**config.mk**
```make
export PLATFORM = sky130hd
export DESIGN_NAME = ipv4_frame_header_classifier_top
export DESIGN_NICKNAME = d
export VERILOG_FILES = /design/src/hw/rtl/ipv4fhc_pkg.sv /design/src/hw/rtl/ipv4fhc_capture.sv /design/src/hw/rtl/ipv4fhc_classify.sv /design/src/hw/rtl/ipv4_frame_header_classifier_top.sv
export SDC_FILE = /design/constraint.sdc
export NUM_CORES = 1
export LEC_CHECK = 0
export BUFFER_PORTS_ARGS = -buffer_cell sky130_fd_sc_hd__buf_2
export CAP_MARGIN = 30
export CELL_PAD_IN_SITES_DETAIL_PLACEMENT = 2
export CELL_PAD_IN_SITES_GLOBAL_PLACEMENT = 2
export CORE_MARGIN = 10
export CORE_UTILIZATION = 40
export CTS_BUF_LIST = sky130_fd_sc_hd__clkbuf_2 sky130_fd_sc_hd__clkbuf_4 sky130_fd_sc_hd__clkbuf_8
export CTS_CLUSTER_DIAMETER = 100
export DETAILED_ROUTE_END_ITERATION = 6
export MAX_ROUTING_LAYER = met4
export PLACE_DENSITY_LB_ADDON = 0.1
export SYNTH_ARGS = -nofsm -noshare
export SYNTH_HDL_FRONTEND = slang
export SYNTH_HIERARCHICAL = 1
export SYNTH_SLANG_ARGS = --single-unit
```
**constraint.sdc**
```tcl
create_clock -name clock -period 15.9 [get_ports clock]
set_input_delay 4.77 -clock clock [delete_from_list [all_inputs] [get_ports clock]]
set_output_delay 4.77 -clock clock [all_outputs]
set_load 0.02 [all_outputs]
```
**src/hw/rtl/ipv4fhc_pkg.sv**
```systemverilog
// Shared types and constants for the IPv4 frame header classifier.
package ipv4fhc_pkg;

   // Configuration register indexes
   localparam int unsigned CsrIndexWidth = 1;
   localparam logic [CsrIndexWidth-1:0] CSR_WEB_PORT          = 1'd0;
   localparam logic [CsrIndexWidth-1:0] CSR_NAME_SERVICE_PORT = 1'd1;
   localparam int unsigned CsrDataWidth = 16;

   // Configuration reset values
   localparam logic [15:0] WEB_PORT_RESET          = 16'd80;
   localparam logic [15:0] NAME_SERVICE_PORT_RESET = 16'd53;

   // Header constants
   localparam logic [15:0] ETHERTYPE_IPV4 = 16'h0800;
   localparam logic [7:0]  IP_PROTO_ICMP  = 8'd1;
   localparam logic [7:0]  IP_PROTO_TCP   = 8'd6;
   localparam logic [7:0]  IP_PROTO_UDP   = 8'd17;
   localparam logic [15:0] OFFSET_MAX     = 16'hFFFF;
   localparam logic [6:0]  ETH_HEADER_BYTES = 7'd14;

   // Protocol class codes
   typedef enum logic [2:0] {
      CLASS_UNKNOWN = 3'd0,
      CLASS_TCP     = 3'd1,
      CLASS_UDP     = 3'd2,
      CLASS_ICMP    = 3'd3,
      CLASS_HTTP    = 3'd4,
      CLASS_DNS     = 3'd5
   } class_type;

   // One request: a frame byte
   typedef struct packed {
      logic [7:0] data_byte;
      logic       last_byte;
   } req_payload_type;

   // One response: a frame summary
   typedef struct packed {
      logic [31:0] frame_number;
      logic [15:0] frame_length;
      logic [2:0]  protocol_class;
      logic [5:0]  ip_header_bytes;
      logic [7:0]  ip_protocol;
      logic [7:0]  ip_ttl;
      logic [15:0] ip_total_length;
      logic [31:0] source_address;
      logic [31:0] dst_address;
      logic [15:0] source_port;
      logic [15:0] dst_port;
      logic [15:0] transport_detail;
   } rsp_payload_type;

   // Frame captures including the byte now in the input register
   typedef struct packed {
      logic        last_byte;
      logic [15:0] frame_length;
      logic [15:0] ether_kind;
      logic [3:0]  ihl;
      logic [7:0]  ttl;
      logic [7:0]  protocol;
      logic [15:0] total_length;
      logic [31:0] source_addr;
      logic [31:0] dst_addr;
      logic [15:0] first_port;
      logic [15:0] second_port;
      logic [7:0]  tcp_flags;
   } frame_view_type;

endpackage

```
**src/hw/rtl/ipv4fhc_capture.sv**
```systemverilog
// Per-frame header capture: byte position tracking and field registers.
module ipv4fhc_capture (
   input  logic                        clock,
   input  logic                        reset,
   input  logic                        advance,
   input  logic [7:0]                  data_byte,
   input  logic                        last_byte,
   output ipv4fhc_pkg::frame_view_type view
);
   import ipv4fhc_pkg::*;

   logic [15:0] byte_offset_ff, byte_offset_in;
   logic [15:0] ether_kind_ff, ether_kind_in;
   logic [7:0]  version_ihl_ff, version_ihl_in;
   logic [7:0]  ttl_ff, ttl_in;
   logic [7:0]  protocol_ff, protocol_in;
   logic [15:0] total_length_ff, total_length_in;
   logic [31:0] source_addr_ff, source_addr_in;
   logic [31:0] dst_addr_ff, dst_addr_in;
   logic [15:0] first_port_ff, first_port_in;
   logic [15:0] second_port_ff, second_port_in;
   logic [7:0]  flags_ff, flags_in;
   logic [15:0] pos_next;
   logic [6:0]  l4_start;
   logic [15:0] l4_rel;

   // Fixed-position header fields
   always_comb begin
      ether_kind_in   = ether_kind_ff;
      version_ihl_in  = version_ihl_ff;
      ttl_in          = ttl_ff;
      protocol_in     = protocol_ff;
      total_length_in = total_length_ff;
      source_addr_in  = source_addr_ff;
      dst_addr_in     = dst_addr_ff;
      case (byte_offset_ff)
         16'd12: ether_kind_in[15:8]  = data_byte;
         16'd13: ether_kind_in[7:0]   = data_byte;
         16'd14: version_ihl_in       = data_byte;
         16'd16: total_length_in[15:8] = data_byte;
         16'd17: total_length_in[7:0]  = data_byte;
         16'd22: ttl_in               = data_byte;
         16'd23: protocol_in          = data_byte;
         16'd26: source_addr_in[31:24] = data_byte;
         16'd27: source_addr_in[23:16] = data_byte;
         16'd28: source_addr_in[15:8]  = data_byte;
         16'd29: source_addr_in[7:0]   = data_byte;
         16'd30: dst_addr_in[31:24]    = data_byte;
         16'd31: dst_addr_in[23:16]    = data_byte;
         16'd32: dst_addr_in[15:8]     = data_byte;
         16'd33: dst_addr_in[7:0]      = data_byte;
         default: ;
      endcase
   end

   // Layer-4 header fields, placed by the (possibly just captured) IHL
   assign l4_start = ETH_HEADER_BYTES + {1'b0, version_ihl_in[3:0], 2'b00};
   assign l4_rel   = byte_offset_ff - {9'd0, l4_start};

   always_comb begin
      first_port_in  = first_port_ff;
      second_port_in = second_port_ff;
      flags_in       = flags_ff;
      if (byte_offset_ff >= {9'd0, l4_start}) begin
         case (l4_rel)
            16'd0:  first_port_in[15:8]  = data_byte;
            16'd1:  first_port_in[7:0]   = data_byte;
            16'd2:  second_port_in[15:8] = data_byte;
            16'd3:  second_port_in[7:0]  = data_byte;
            16'd13: flags_in             = data_byte;
            default: ;
         endcase
      end
   end

   // Saturating position; it is also the frame length so far
   assign pos_next = (byte_offset_ff == OFFSET_MAX) ? OFFSET_MAX : byte_offset_ff + 16'd1;
   assign byte_offset_in = pos_next;

   // Updated view for the classifier
   always_comb begin
      view.last_byte    = last_byte;
      view.frame_length = pos_next;
      view.ether_kind   = ether_kind_in;
      view.ihl          = version_ihl_in[3:0];
      view.ttl          = ttl_in;
      view.protocol     = protocol_in;
      view.total_length = total_length_in;
      view.source_addr  = source_addr_in;
      view.dst_addr     = dst_addr_in;
      view.first_port   = first_port_in;
      view.second_port  = second_port_in;
      view.tcp_flags    = flags_in;
   end

   // Frame state; cleared after the last byte
   always_ff @(posedge clock) begin
      if (reset || (advance && last_byte)) begin
         byte_offset_ff  <= '0;
         ether_kind_ff   <= '0;
         version_ihl_ff  <= '0;
         ttl_ff          <= '0;
         protocol_ff     <= '0;
         total_length_ff <= '0;
         source_addr_ff  <= '0;
         dst_addr_ff     <= '0;
         first_port_ff   <= '0;
         second_port_ff  <= '0;
         flags_ff        <= '0;
      end else if (advance) begin
         byte_offset_ff  <= byte_offset_in;
         ether_kind_ff   <= ether_kind_in;
         version_ihl_ff  <= version_ihl_in;
         ttl_ff          <= ttl_in;
         protocol_ff     <= protocol_in;
         total_length_ff <= total_length_in;
         source_addr_ff  <= source_addr_in;
         dst_addr_ff     <= dst_addr_in;
         first_port_ff   <= first_port_in;
         second_port_ff  <= second_port_in;
         flags_ff        <= flags_in;
      end
   end

endmodule

```
**src/hw/rtl/ipv4fhc_classify.sv**
```systemverilog
// Frame classification and summary assembly.
module ipv4fhc_classify (
   input  ipv4fhc_pkg::frame_view_type  view,
   input  logic [15:0]                  web_port,
   input  logic [15:0]                  name_service_port,
   input  logic [31:0]                  frame_number,
   output logic                         emit,
   output ipv4fhc_pkg::rsp_payload_type summary
);
   import ipv4fhc_pkg::*;

   class_type   cls;
   logic [15:0] sp, dp, det;

   // Only IPv4 frames produce a summary
   assign emit = view.last_byte && (view.ether_kind == ETHERTYPE_IPV4);

   // Class, ports and detail by IP protocol
   always_comb begin
      cls = CLASS_UNKNOWN;
      sp  = '0;
      dp  = '0;
      det = '0;
      case (view.protocol)
         IP_PROTO_ICMP: begin
            cls = CLASS_ICMP;
            det = view.first_port;
         end
         IP_PROTO_TCP: begin
            sp  = view.first_port;
            dp  = view.second_port;
            cls = (sp == web_port || dp == web_port) ? CLASS_HTTP : CLASS_TCP;
            det = {10'd0, view.tcp_flags[5:0]};
         end
         IP_PROTO_UDP: begin
            sp  = view.first_port;
            dp  = view.second_port;
            cls = (sp == name_service_port || dp == name_service_port) ? CLASS_DNS
                                                                       : CLASS_UDP;
         end
         default: ;
      endcase
   end

   always_comb begin
      summary.frame_number     = frame_number;
      summary.frame_length     = view.frame_length;
      summary.protocol_class   = cls;
      summary.ip_header_bytes  = {view.ihl, 2'b00};
      summary.ip_protocol      = view.protocol;
      summary.ip_ttl           = view.ttl;
      summary.ip_total_length  = view.total_length;
      summary.source_address   = view.source_addr;
      summary.dst_address      = view.dst_addr;
      summary.source_port      = sp;
      summary.dst_port         = dp;
      summary.transport_detail = det;
   end

endmodule

```
**src/hw/rtl/ipv4_frame_header_classifier_top.sv**
```systemverilog
// Top level of the IPv4 frame header classifier: channel registers and CSRs.
//
//   channel | direction | signals                        | moves
//   req     | in        | req_valid req_ready req_payload| one frame byte per request
//   rsp     | out       | rsp_valid rsp_ready rsp_payload| one IPv4 frame summary
//   csr     | in        | csr_we csr_index csr_wdata     | port register writes
//
// One byte per cycle while no held summary stalls it; each byte waits in the input
// register, where capture and classification run, and a frame's summary is loaded
// from there into the output register, which presents it.
// Reset clears all frame state, sets the frame number to 1 and the ports to 80/53.
// A held summary stalls only a following summary-producing byte; other bytes flow.
module ipv4_frame_header_classifier_top (
   input  logic                                      clock,
   input  logic                                      reset,
   input  logic                                      req_valid,
   output logic                                      req_ready,
   input  ipv4fhc_pkg::req_payload_type              req_payload,
   output logic                                      rsp_valid,
   input  logic                                      rsp_ready,
   output ipv4fhc_pkg::rsp_payload_type              rsp_payload,
   input  logic                                      csr_we,
   input  logic [ipv4fhc_pkg::CsrIndexWidth-1:0]     csr_index,
   input  logic [ipv4fhc_pkg::CsrDataWidth-1:0]      csr_wdata
);
   import ipv4fhc_pkg::*;

   logic            in_valid_ff, in_valid_in;
   logic [7:0]      in_byte_ff;
   logic            in_last_ff;
   logic [15:0]     web_port_ff;
   logic [15:0]     ns_port_ff;
   logic [31:0]     frame_number_ff;
   logic            rsp_valid_ff, rsp_valid_in;
   rsp_payload_type rsp_payload_ff;
   frame_view_type  view;
   rsp_payload_type summary;
   logic            emit;
   logic            advance;
   logic            load_rsp;
   logic            req_take;

   // Configuration registers
   always_ff @(posedge clock) begin
      if (reset) begin
         web_port_ff <= WEB_PORT_RESET;
         ns_port_ff  <= NAME_SERVICE_PORT_RESET;
      end else if (csr_we) begin
         case (csr_index)
            CSR_WEB_PORT:          web_port_ff <= csr_wdata;
            CSR_NAME_SERVICE_PORT: ns_port_ff  <= csr_wdata;
            default: ;
         endcase
      end
   end

   // Stage advance: a summary byte waits only while the output is full
   assign advance   = in_valid_ff && (!emit || !rsp_valid_ff || rsp_ready);
   assign load_rsp  = advance && emit;
   assign req_ready = !in_valid_ff || advance;
   assign req_take  = req_valid && req_ready;

   // Input register
   assign in_valid_in = req_take ? 1'b1 : (advance ? 1'b0 : in_valid_ff);

   always_ff @(posedge clock) begin
      if (reset) begin
         in_valid_ff <= 1'b0;
      end else begin
         in_valid_ff <= in_valid_in;
      end
   end

   always_ff @(posedge clock) begin
      if (req_take) begin
         in_byte_ff <= req_payload.data_byte;
         in_last_ff <= req_payload.last_byte;
      end
   end

   ipv4fhc_capture u_capture (
      .clock     (clock),
      .reset     (reset),
      .advance   (advance),
      .data_byte (in_byte_ff),
      .last_byte (in_last_ff),
      .view      (view)
   );

   ipv4fhc_classify u_classify (
      .view              (view),
      .web_port          (web_port_ff),
      .name_service_port (ns_port_ff),
      .frame_number      (frame_number_ff),
      .emit              (emit),
      .summary           (summary)
   );

   // Running frame number, advanced per emitted summary
   always_ff @(posedge clock) begin
      if (reset) begin
         frame_number_ff <= 32'd1;
      end else if (load_rsp) begin
         frame_number_ff <= frame_number_ff + 32'd1;
      end
   end

   // Output register
   assign rsp_valid_in = load_rsp ? 1'b1 : (rsp_ready ? 1'b0 : rsp_valid_ff);

   always_ff @(posedge clock) begin
      if (reset) begin
         rsp_valid_ff <= 1'b0;
      end else begin
         rsp_valid_ff <= rsp_valid_in;
      end
   end

   always_ff @(posedge clock) begin
      if (load_rsp) begin
         rsp_payload_ff <= summary;
      end
   end

   assign rsp_valid   = rsp_valid_ff;
   assign rsp_payload = rsp_payload_ff;

   // Frame number steps by one with each loaded summary
   assert property (@(posedge clock) disable iff (reset)
      load_rsp |=> frame_number_ff == $past(frame_number_ff) + 32'd1)
      else $error("frame number did not advance on summary load");

   // Loaded summary carries the frame number it was stamped with
   assert property (@(posedge clock) disable iff (reset)
      load_rsp |=> rsp_payload_ff.frame_number == frame_number_ff - 32'd1)
      else $error("summary frame number mismatch");

   // Summaries never lose a byte count and classes stay in range
   assert property (@(posedge clock) disable iff (reset)
      rsp_valid_ff |-> (rsp_payload_ff.frame_length != 16'd0) &&
                       (rsp_payload_ff.protocol_class <= CLASS_DNS))
      else $error("summary fields out of range");

   // Input stage blocks only with a byte held that cannot move
   assert property (@(posedge clock) disable iff (reset)
      !req_ready |-> in_valid_ff && emit && rsp_valid_ff && !rsp_ready)
      else $error("input stalled without cause");

endmodule
```
==> flow_summary.toml, run 1 <==
[final_layout]
syn_to_final_growth_pct = 12.0
layout-drive-gt1-share_pct = 30.9
n_fill_cell = 5313
finalInstanceArea_mm2 = 0.0233
layout.nets = 1978
n_antenna_cell = 0

[grt]
gr-total-overflow = 0
grt_max_degree = 78
gr-usage-all-layers_pct = 20.4
global_route_wire_length_before_repair_mm = 94.1
grt_pass1_vias = 15544
number_of_antenna_violations_at_the_first_check_in_global_routing = 0

[cts]
cell_at_the_root_of_the_clock_tree = "clkbuf_8"
cts_setup_buffers = 0
cts-htree-levels = 3
clkTransAtPathRegs_ps = 60
tritoncts = "yes"
worst_skew_pair_latency_ps = 660
cts_sinks = 446
cts_max_path_buffers = 3
cts_made_buffers = 79
cts-hold-fix-buffers = 0
cts.repair.resized = 0

[timing]
final.period_utilization_pct = 64.8
report.final.slew_viol_count = 0
rsz0062_at_grt = "false"
fin_hold_ws_ps = 456
tns_ps = 0
achievable-frequency_mhz = 97.1
timing.final.crit_period_ps = 10300
final_hold_viol_count = 0
finalSetupViolCount = 0
tightest_slew_ps = 935
slew_headroom_pct = 37.5
finClkSkew_ps = 29.3

[critical_path]
critical_path_sink_type = "primary output"
setup.worst_path.start_class = "primary input"
rr_startpoint = "u_capture/byte_offset_ff[8]$_SDFFE_PP0P_"
critPathArrivalTime_ps = 5530
ff2ff_path_depth = 18
rrSetupSlack_ps = 8630
critical_path_class = "in -> out"
worst-path-max-fanout = 9
worst_r2r_endpoint = "rsp_payload[152]$_DFFE_PP_"
critPathRequiredTime_ps = 11130

[placed_design]
numPortBuffers = 233
placedInstanceArea_mm2 = 0.0215
dpl_wire_length_mm = 40.7
gp_routability_congestion = 0.830

[synthesis]
syn_avg_cell_area_um2 = 11.3
syn_inst = 1843
yosys_warnings = 6
synthesis.area_mm2 = 0.0208

[run_status]
outcome = "complete, no violations"

[route]
first_pass_iters = 5
wire_per_inst_um = 22.9
route.detailed.drc = 0
finalWirelength_mm = 61.4
ant_nets = 0
dr.first_iter.drc_count = 637
detailroute.via_count = 13929
dr_vias_cell = 5.20

[die]
placement_rows = 83
start_util_pct = 40.4
die_h_um = 248
core_area_mm2 = 0.0514
design.die.area_mm2 = 0.0614
die_w_um = 248
boundaryPins = 234

[min_path]
holdPathEnd = "rsp_payload[200]$_DFFE_PP_"
timing.hold.worst.start = "frame_number_ff[31]$_SDFFE_PP0P_"
worst_hold_path_type = "reg -> reg"
count_of_cells_along_the_worst_hold_path = 0

[power_and_ir_drop]
power.ir.vdd_worst_uv = 60.5
cellPowerDensity_mw_per_mm2 = 107
leakage_nw = 10.3

[job]
maxCapViolCount = 0
[power breakdown]
group	internal (mW)	leakage, nW	total (mW)	switching, mW
sequential	1.21	4.10	1.23	0.0132
combinational	0.0421	5.26	0.131	0.0886
clock	0.649	0.907	1.13	0.485
total	1.90	10.3	2.49	0.587
[through the flow]
stage	utilization [%]	setup WS [ps]	power, mW	std cells
detailed placement	41.9	5600	1.38	2534
global route	45.3	5520	2.60	2681
finish	45.3	5600	2.49	2681
global placement	41.8	5620	1.37	2531
floorplan	-	1340	1.34	1844
CTS	45.2	5600	2.53	2680
[sequential cells by signal, summed over array words and instances (netlist names), 32 cells and up]
register and count:
u_capture/dst_addr_ff 32, u_capture/source_addr_ff 32, rsp_payload 201, frame_number_ff 32
[metal layers]
layer  GRT usage (%)  vias to the layer above  wire (µm)
met3            3.78                       70       2370
met1            24.6                     7110      27000
li1                -                     6511          -
met2            34.3                      238      31000
met4            5.67                        0        983
met5               -                        -          0
[how the worst max path moves through the flow]
stage,from,endpoint,slack [ps],cells past startpoint
detailed placement,rsp_ready,req_ready,5600,4
CTS,rsp_ready,req_ready,5600,4
global placement,rsp_ready,req_ready,5620,4
global route,rsp_ready,req_ready,5520,4
floorplan,rsp_ready,frame_number_ff[4]$_SDFFE_PP0P_,1340,6
finish,rsp_ready,req_ready,5600,4
[critical path, stage by stage]
cell     delay (ps)
buf_2           110
nor2b_4         300
nand3_1         160
buf_2           190
[layout make-up]
cell class	count	area [µm²]	share of cell area, %
Clock inverter	15	103	0.441
Inverter	15	56.3	0.242
Timing Repair Buffer	263	1460	6.27
Clock buffer	131	1600	6.86
Sequential cell	446	11000	47.4
Multi-Input combinational cell	1131	8170	35.1
Tap cell	680	851	3.66
[cell usage in the layout (no fill, tap or decap), types with 5 or more instances in the layout]
cell type and instances:
and2_1 46, nand2_1 153, nor2_1 194, inv_1 14, a22o_1 6, or3_1 7
o21ai_0 19, edfxtp_1 210, clkinv_1 5, xnor2_1 11, nand2_2 7, dfxtp_1 236
nor4_1 22, xor2_1 90, nor4_4 12, clkinv_2 6, clkbuf_8 98, mux2_1 8
o211ai_1 6, nor3_1 10, or4_1 5, or2_2 16, a21oi_1 53, o211a_1 16
buf_2 233, ha_1 10, nand3_1 23, mux2i_1 93, nand3b_1 7, and3_1 11
o21a_1 52, buf_4 26, o2111ai_1 5, nand4_1 20, nand3_2 8, mux2_2 144
clkbuf_4 33, a31oi_1 5
Note: power is estimated with default switching activity, not from simulation.
==> run 2, diff against run 1 <==
clock period = 10.2 ns   (was 15.9 ns; I/O delays follow)
==> run 2 against run 1 <==
Compared with the run above: combinational power grew 53%; clock skew shrank 2.4 ps; largest cell class unchanged; largest power group unchanged; critical path depth grew 7; register-to-register slack lost 5500 ps.
==> flow_summary.toml, run 2 (synthesis gave the netlist of run 1 again) <==
[run_status]
outcome = "complete, no violations"

[die]
start_util_pct = 40.4
die_h_um = 248
boundaryPins = 234
core_area_mm2 = 0.0514
die_w_um = 248
design.die.area_mm2 = 0.0614
placement_rows = 83

[final_layout]
finalNonFillerCells = 2685
layout.cells.most_common_list = "236 x dfxtp_1, 233 x buf_2, 210 x edfxtp_1, 194 x nor2_1, 153 x nand2_1"
largest_register_ff_count = 201
n_fill_cell = 5281
commonest_non_fill_non_tap_cell_in_the_layout = "dfxtp_1"
layout.nets = 1977
layout-drive-gt1-share_pct = 31.0
postLayoutCoreUtil_pct = 45.2
syn_to_final_growth_pct = 11.8

[cts]
cts_setup_buffers = 0
clkTransAtPathRegs_ps = 60
cts-hold-fix-buffers = 0
cts_max_path_buffers = 3
cts_made_buffers = 80
cts-htree-levels = 3
tritoncts = "yes"
cell_at_the_root_of_the_clock_tree = "clkbuf_8"
cts.repair.resized = 0
cts_sinks = 446
worst_skew_pair_latency_ps = 670

[critical_path]
critical_path_sink_type = "primary output"
slowest_stage = "or4_1"
worst-path-max-fanout = 11
worstPathCellList = "or4_1, or4_1, nor4_4, nand2_2, mux2_2, nor4b_1, nand4_1, nor4_1, buf_4, nand3_1, buf_2"
rrSetupSlack_ps = 3110
critPathRequiredTime_ps = 7140
crit_path_frequent_cell = "or4_1"
critical_path_class = "reg -> out"
setup.worst_path.start_class = "flop"
critPathMaxStageDelay_ps = 710
critPathArrivalTime_ps = 4620

[power_and_ir_drop]
cellPowerDensity_mw_per_mm2 = 167
p_total_mw = 3.89
power.ir.vdd_worst_uv = 91.5
leakage_nw = 10.2

[route]
dr_vias_cell = 5.23
wire_per_inst_um = 23.3
detailroute.via_count = 14038
dr.first_iter.drc_count = 639
first_pass_iters = 7
ant_nets = 0
route.detailed.drc = 0
finalWirelength_mm = 62.6

[timing]
final.period_utilization_pct = 75.3
tightest_slew_ps = 879
slew_headroom_pct = 41.1
achievable-frequency_mhz = 130
finalSetupViolCount = 0
tns_ps = 0
timing.final.crit_period_ps = 7680
final_worst_setup_slack_ps = 2520
final_hold_viol_count = 0
rsz0062_at_grt = "false"
report.final.slew_viol_count = 0
finClkSkew_ps = 26.9

[min_path]
worst_hold_path_type = "reg -> reg"

[grt]
gr-usage-all-layers_pct = 20.9
grt_max_degree = 121
grt_pass1_vias = 15638
gr-total-overflow = 0
number_of_antenna_violations_at_the_first_check_in_global_routing = 0
global_route_wire_length_before_repair_mm = 95.9

[job]
maxCapViolCount = 0

[placed_design]
pre_cts_slack_ps = 3190
numPortBuffers = 233
dpl_wire_length_mm = 41.3
gp_routability_congestion = 0.931
placed_cells = 2532
[run 2: changes by cell type in the layout (fill, tap and decap cells not counted)]
cell        previous run  this run
clkinv_1               5         6
buf_12                 0         1
buf_8                  1         0
clkinvlp_4             2         3
buf_16                 3         1
inv_8                  0         1
clkinv_8               0         1
clkbuf_8              98        94
inv_6                  1         0
diode_2                0         2
clkinv_2               6        10
clkbuf_4              33        34
[run 2: per-layer routing]
metal / GRT usage [%] / share of wire [%]
met4: 6.40 / 1.9
met1: 25.2 / 43
met5: - / 0
met3: 3.95 / 4.3
met2: 35.0 / 50
[run 2: worst paths after layout]
kind,start,end,cells past startpoint
hold / removal,u_capture/first_port_ff[0]$_SDFFE_PP0P_,u_capture/first_port_ff[0]$_SDFFE_PP0P_,2
hold reg to reg,u_capture/first_port_ff[0]$_SDFFE_PP0P_,u_capture/first_port_ff[0]$_SDFFE_PP0P_,2
setup / recovery,u_capture/byte_offset_ff[7]$_SDFFE_PP0P_,req_ready,11
setup reg to reg,u_capture/byte_offset_ff[7]$_SDFFE_PP0P_,rsp_payload[150]$_DFFE_PP_,18
[run 2: area by class of cell]
type / instances / area [µm²] / share of cell area [%]
well taps: 680 / 851 / 3.66
inverters: 15 / 56.3 / 0.242
diodes: 2 / 5.00 / 0.0216
flip-flops and latches: 446 / 11000 / 47.5
clock inverters: 22 / 153 / 0.657
clock buffers: 128 / 1550 / 6.67
repair buffers: 261 / 1410 / 6.07
multi-input cells: 1131 / 8170 / 35.2
[run 2: power breakdown]
group | total, mW | internal (mW) | switching (mW)
clock network | 1.77 | 0.993 | 0.776
logic | 0.201 | 0.0642 | 0.137
registers | 1.91 | 1.89 | 0.0243
total | 3.89 | 2.95 | 0.938
[run 2: worst max-delay path, delay by kind of cell, from the launching register on]
family / cells / cell delay (ps)
buf+inv: 2 / 410
flops: 1 / 420
mux: 1 / 360
simple gates: 8 / 2790
[run 2: per-stage QoR]
step | hold WS [ps] | instance area, µm²
2_1_floorplan | 432 | 20800
3_3_place_gp | 441 | 21500
3_5_place_dp | 452 | 21500
4_1_cts | 464 | 23200
5_1_grt | 487 | 23200
6_report | 465 | 23200
==> run 3, diff against run 2 <==
clock period = 7.15 ns   (was 10.2 ns; I/O delays follow)
==> run 3 against run 2 <==
Compared with the run above: sequential power increased by 43%; utilization rose by 0.20 points; hold slack worse by 5.9 ps; critical endpoint unchanged; largest power group unchanged; highest routed layer unchanged.
==> flow_summary.toml, run 3 (synthesis gave the netlist of run 1 again) <==
[run_status]
outcome = "complete, no violations"

[min_path]
worst_hold_path_type = "reg -> reg"
timing.hold.worst.start = "frame_number_ff[31]$_SDFFE_PP0P_"

[cts]
clkTransAtPathRegs_ps = 60
cell_at_the_root_of_the_clock_tree = "clkbuf_8"
worst_skew_pair_latency_ps = 660
cts-htree-levels = 3
cts_sinks = 446
cts_made_buffers = 80
cts_max_path_buffers = 3
cts-hold-fix-buffers = 0
tritoncts = "yes"

[power_and_ir_drop]
leakage_nw = 10.2
internal-power_mw = 4.22
power_switching_share_pct = 24.1
power_frac_seq_pct = 49.3
power.combinational.fraction_pct = 5.3
switching_power_mw = 1.34
cellPowerDensity_mw_per_mm2 = 238
power.ir.vdd_worst_uv = 143
clock_power_share_pct = 45.5

[die]
die_h_um = 248
die_w_um = 248
boundaryPins = 234
core_area_mm2 = 0.0514
placement_rows = 83
design.die.area_mm2 = 0.0614
start_util_pct = 40.4

[critical_path]
critPathLaunch = "u_capture/byte_offset_ff[8]$_SDFFE_PP0P_"
slowest_stage = "or4_1"
worst-path-max-fanout = 10
setup.worst_path.start_class = "flop"
cp_top_family = "simple AND/OR/NAND/NOR gates"
cp_num_buf_inv = 2
critPathRequiredTime_ps = 5010
worstPathCellList = "or4_1, or4_4, nor4_4, nand2_2, mux2_2, nor4b_1, nand4_1, nor4_1, buf_4, nand3_1, buf_2"
critical_path_sink_type = "primary output"
critPathArrivalTime_ps = 4670
critPathMaxStageDelay_ps = 600
critical_path_class = "reg -> out"
rr_startpoint = "u_capture/byte_offset_ff[8]$_SDFFE_PP0P_"

[route]
dr_vias_cell = 5.24
wire_per_inst_um = 24.0
ant_nets = 0
detailroute.via_count = 14107
dr.first_iter.drc_count = 766
first_pass_iters = 5
finalWirelength_mm = 64.6
route.detailed.drc = 0

[timing]
report.final.slew_viol_count = 0
slew_headroom_pct = 38.5
finalSetupViolCount = 0
final.period_utilization_pct = 95.3
finClkSkew_ps = 30.7
final_hold_viol_count = 0
final_worst_setup_slack_ps = 334
achievable-frequency_mhz = 147
tightest_slew_ps = 915
tns_ps = 0
timing.final.crit_period_ps = 6820
rsz0062_at_grt = "false"

[placed_design]
numPortBuffers = 233
gp_routability_congestion = 0.875
pre_cts_slack_ps = 183
dpl_wire_length_mm = 44.4

[final_layout]
layout.nets = 1985
n_fill_cell = 5295
commonest_non_fill_non_tap_cell_in_the_layout = "dfxtp_1"
layout.cells.most_common_list = "236 x dfxtp_1, 233 x buf_2, 210 x edfxtp_1, 194 x nor2_1, 153 x nand2_1"
syn_to_final_growth_pct = 12.3
largest_register_ff_count = 201
layout-drive-gt1-share_pct = 30.7

[job]
maxCapViolCount = 0

[grt]
gr-total-overflow = 0
gr-usage-all-layers_pct = 21.5
global_route_wire_length_before_repair_mm = 97.6
number_of_antenna_violations_at_the_first_check_in_global_routing = 2
grt_pass1_vias = 15426
grt_max_degree = 127
==> run 3: final timing paths <==
check / to / slack (ps) / cells past startpoint
setup reg to reg: rsp_payload[152]$_DFFE_PP_ / 520 / 20
hold reg to reg: rsp_payload[200]$_DFFE_PP_ / 460 / 0
hold / removal: rsp_payload[200]$_DFFE_PP_ / 460 / 0
setup / recovery: req_ready / 330 / 11
==> run 3: stage by stage <==
stage / cell area, µm² / std cells / total power, mW / util [%] / hold WS, ps
2_1_floorplan: 20800 / 1844 / 2.98 / - / 432
3_3_place_gp: 21500 / 2532 / 3.07 / 41.8 / 432
3_5_place_dp: 21600 / 2536 / 3.09 / 41.9 / 456
4_1_cts: 23200 / 2683 / 5.65 / 45.2 / 450
5_1_grt: 23300 / 2690 / 5.79 / 45.4 / 469
6_report: 23300 / 2690 / 5.56 / 45.4 / 459
==> run 3: area by class of cell <==
| type | instances | area [µm²] | area share [%] |
|---|---|---|---|
| flip-flops and latches | 446 | 11000 | 47.3 |
| multi-input cells | 1131 | 8180 | 35.1 |
| repair buffers | 269 | 1530 | 6.58 |
| clock buffers | 116 | 1420 | 6.09 |
| well taps | 680 | 851 | 3.65 |
| clock inverters | 31 | 245 | 1.05 |
| inverters | 15 | 56.3 | 0.241 |
| diodes | 2 | 5.00 | 0.0215 |
==> run 3: power groups by stage <==
| stage | clock [mW] | combinational, mW | sequential, mW |
|---|---|---|---|
| 6_report | 2.53 | 0.292 | 2.74 |
| 5_1_grt | 2.73 | 0.321 | 2.74 |
| 4_1_cts | 2.61 | 0.296 | 2.74 |
| 3_5_place_dp | 0 | 0.294 | 2.79 |
| 3_3_place_gp | 0 | 0.280 | 2.79 |
| 2_1_floorplan | 0 | 0.209 | 2.77 |
==> run 3: per-layer routing <==
| layer | track usage (%) | wire length (µm) |
|---|---|---|
| met1 | 25.3 | 27500 |
| met2 | 36.3 | 32600 |
| met3 | 4.05 | 2940 |
| met4 | 7.06 | 1620 |
| met5 | - | 0 |
==> run 3: repair_timing <==
| action | in CTS | in global routing |
|---|---|---|
| setup endpoints to repair | 0 | 4 |
| resized for setup | 0 | 2 |
| buffers inserted | 0 | 4 |
| endpoints found under the hold margin | 0 | 0 |
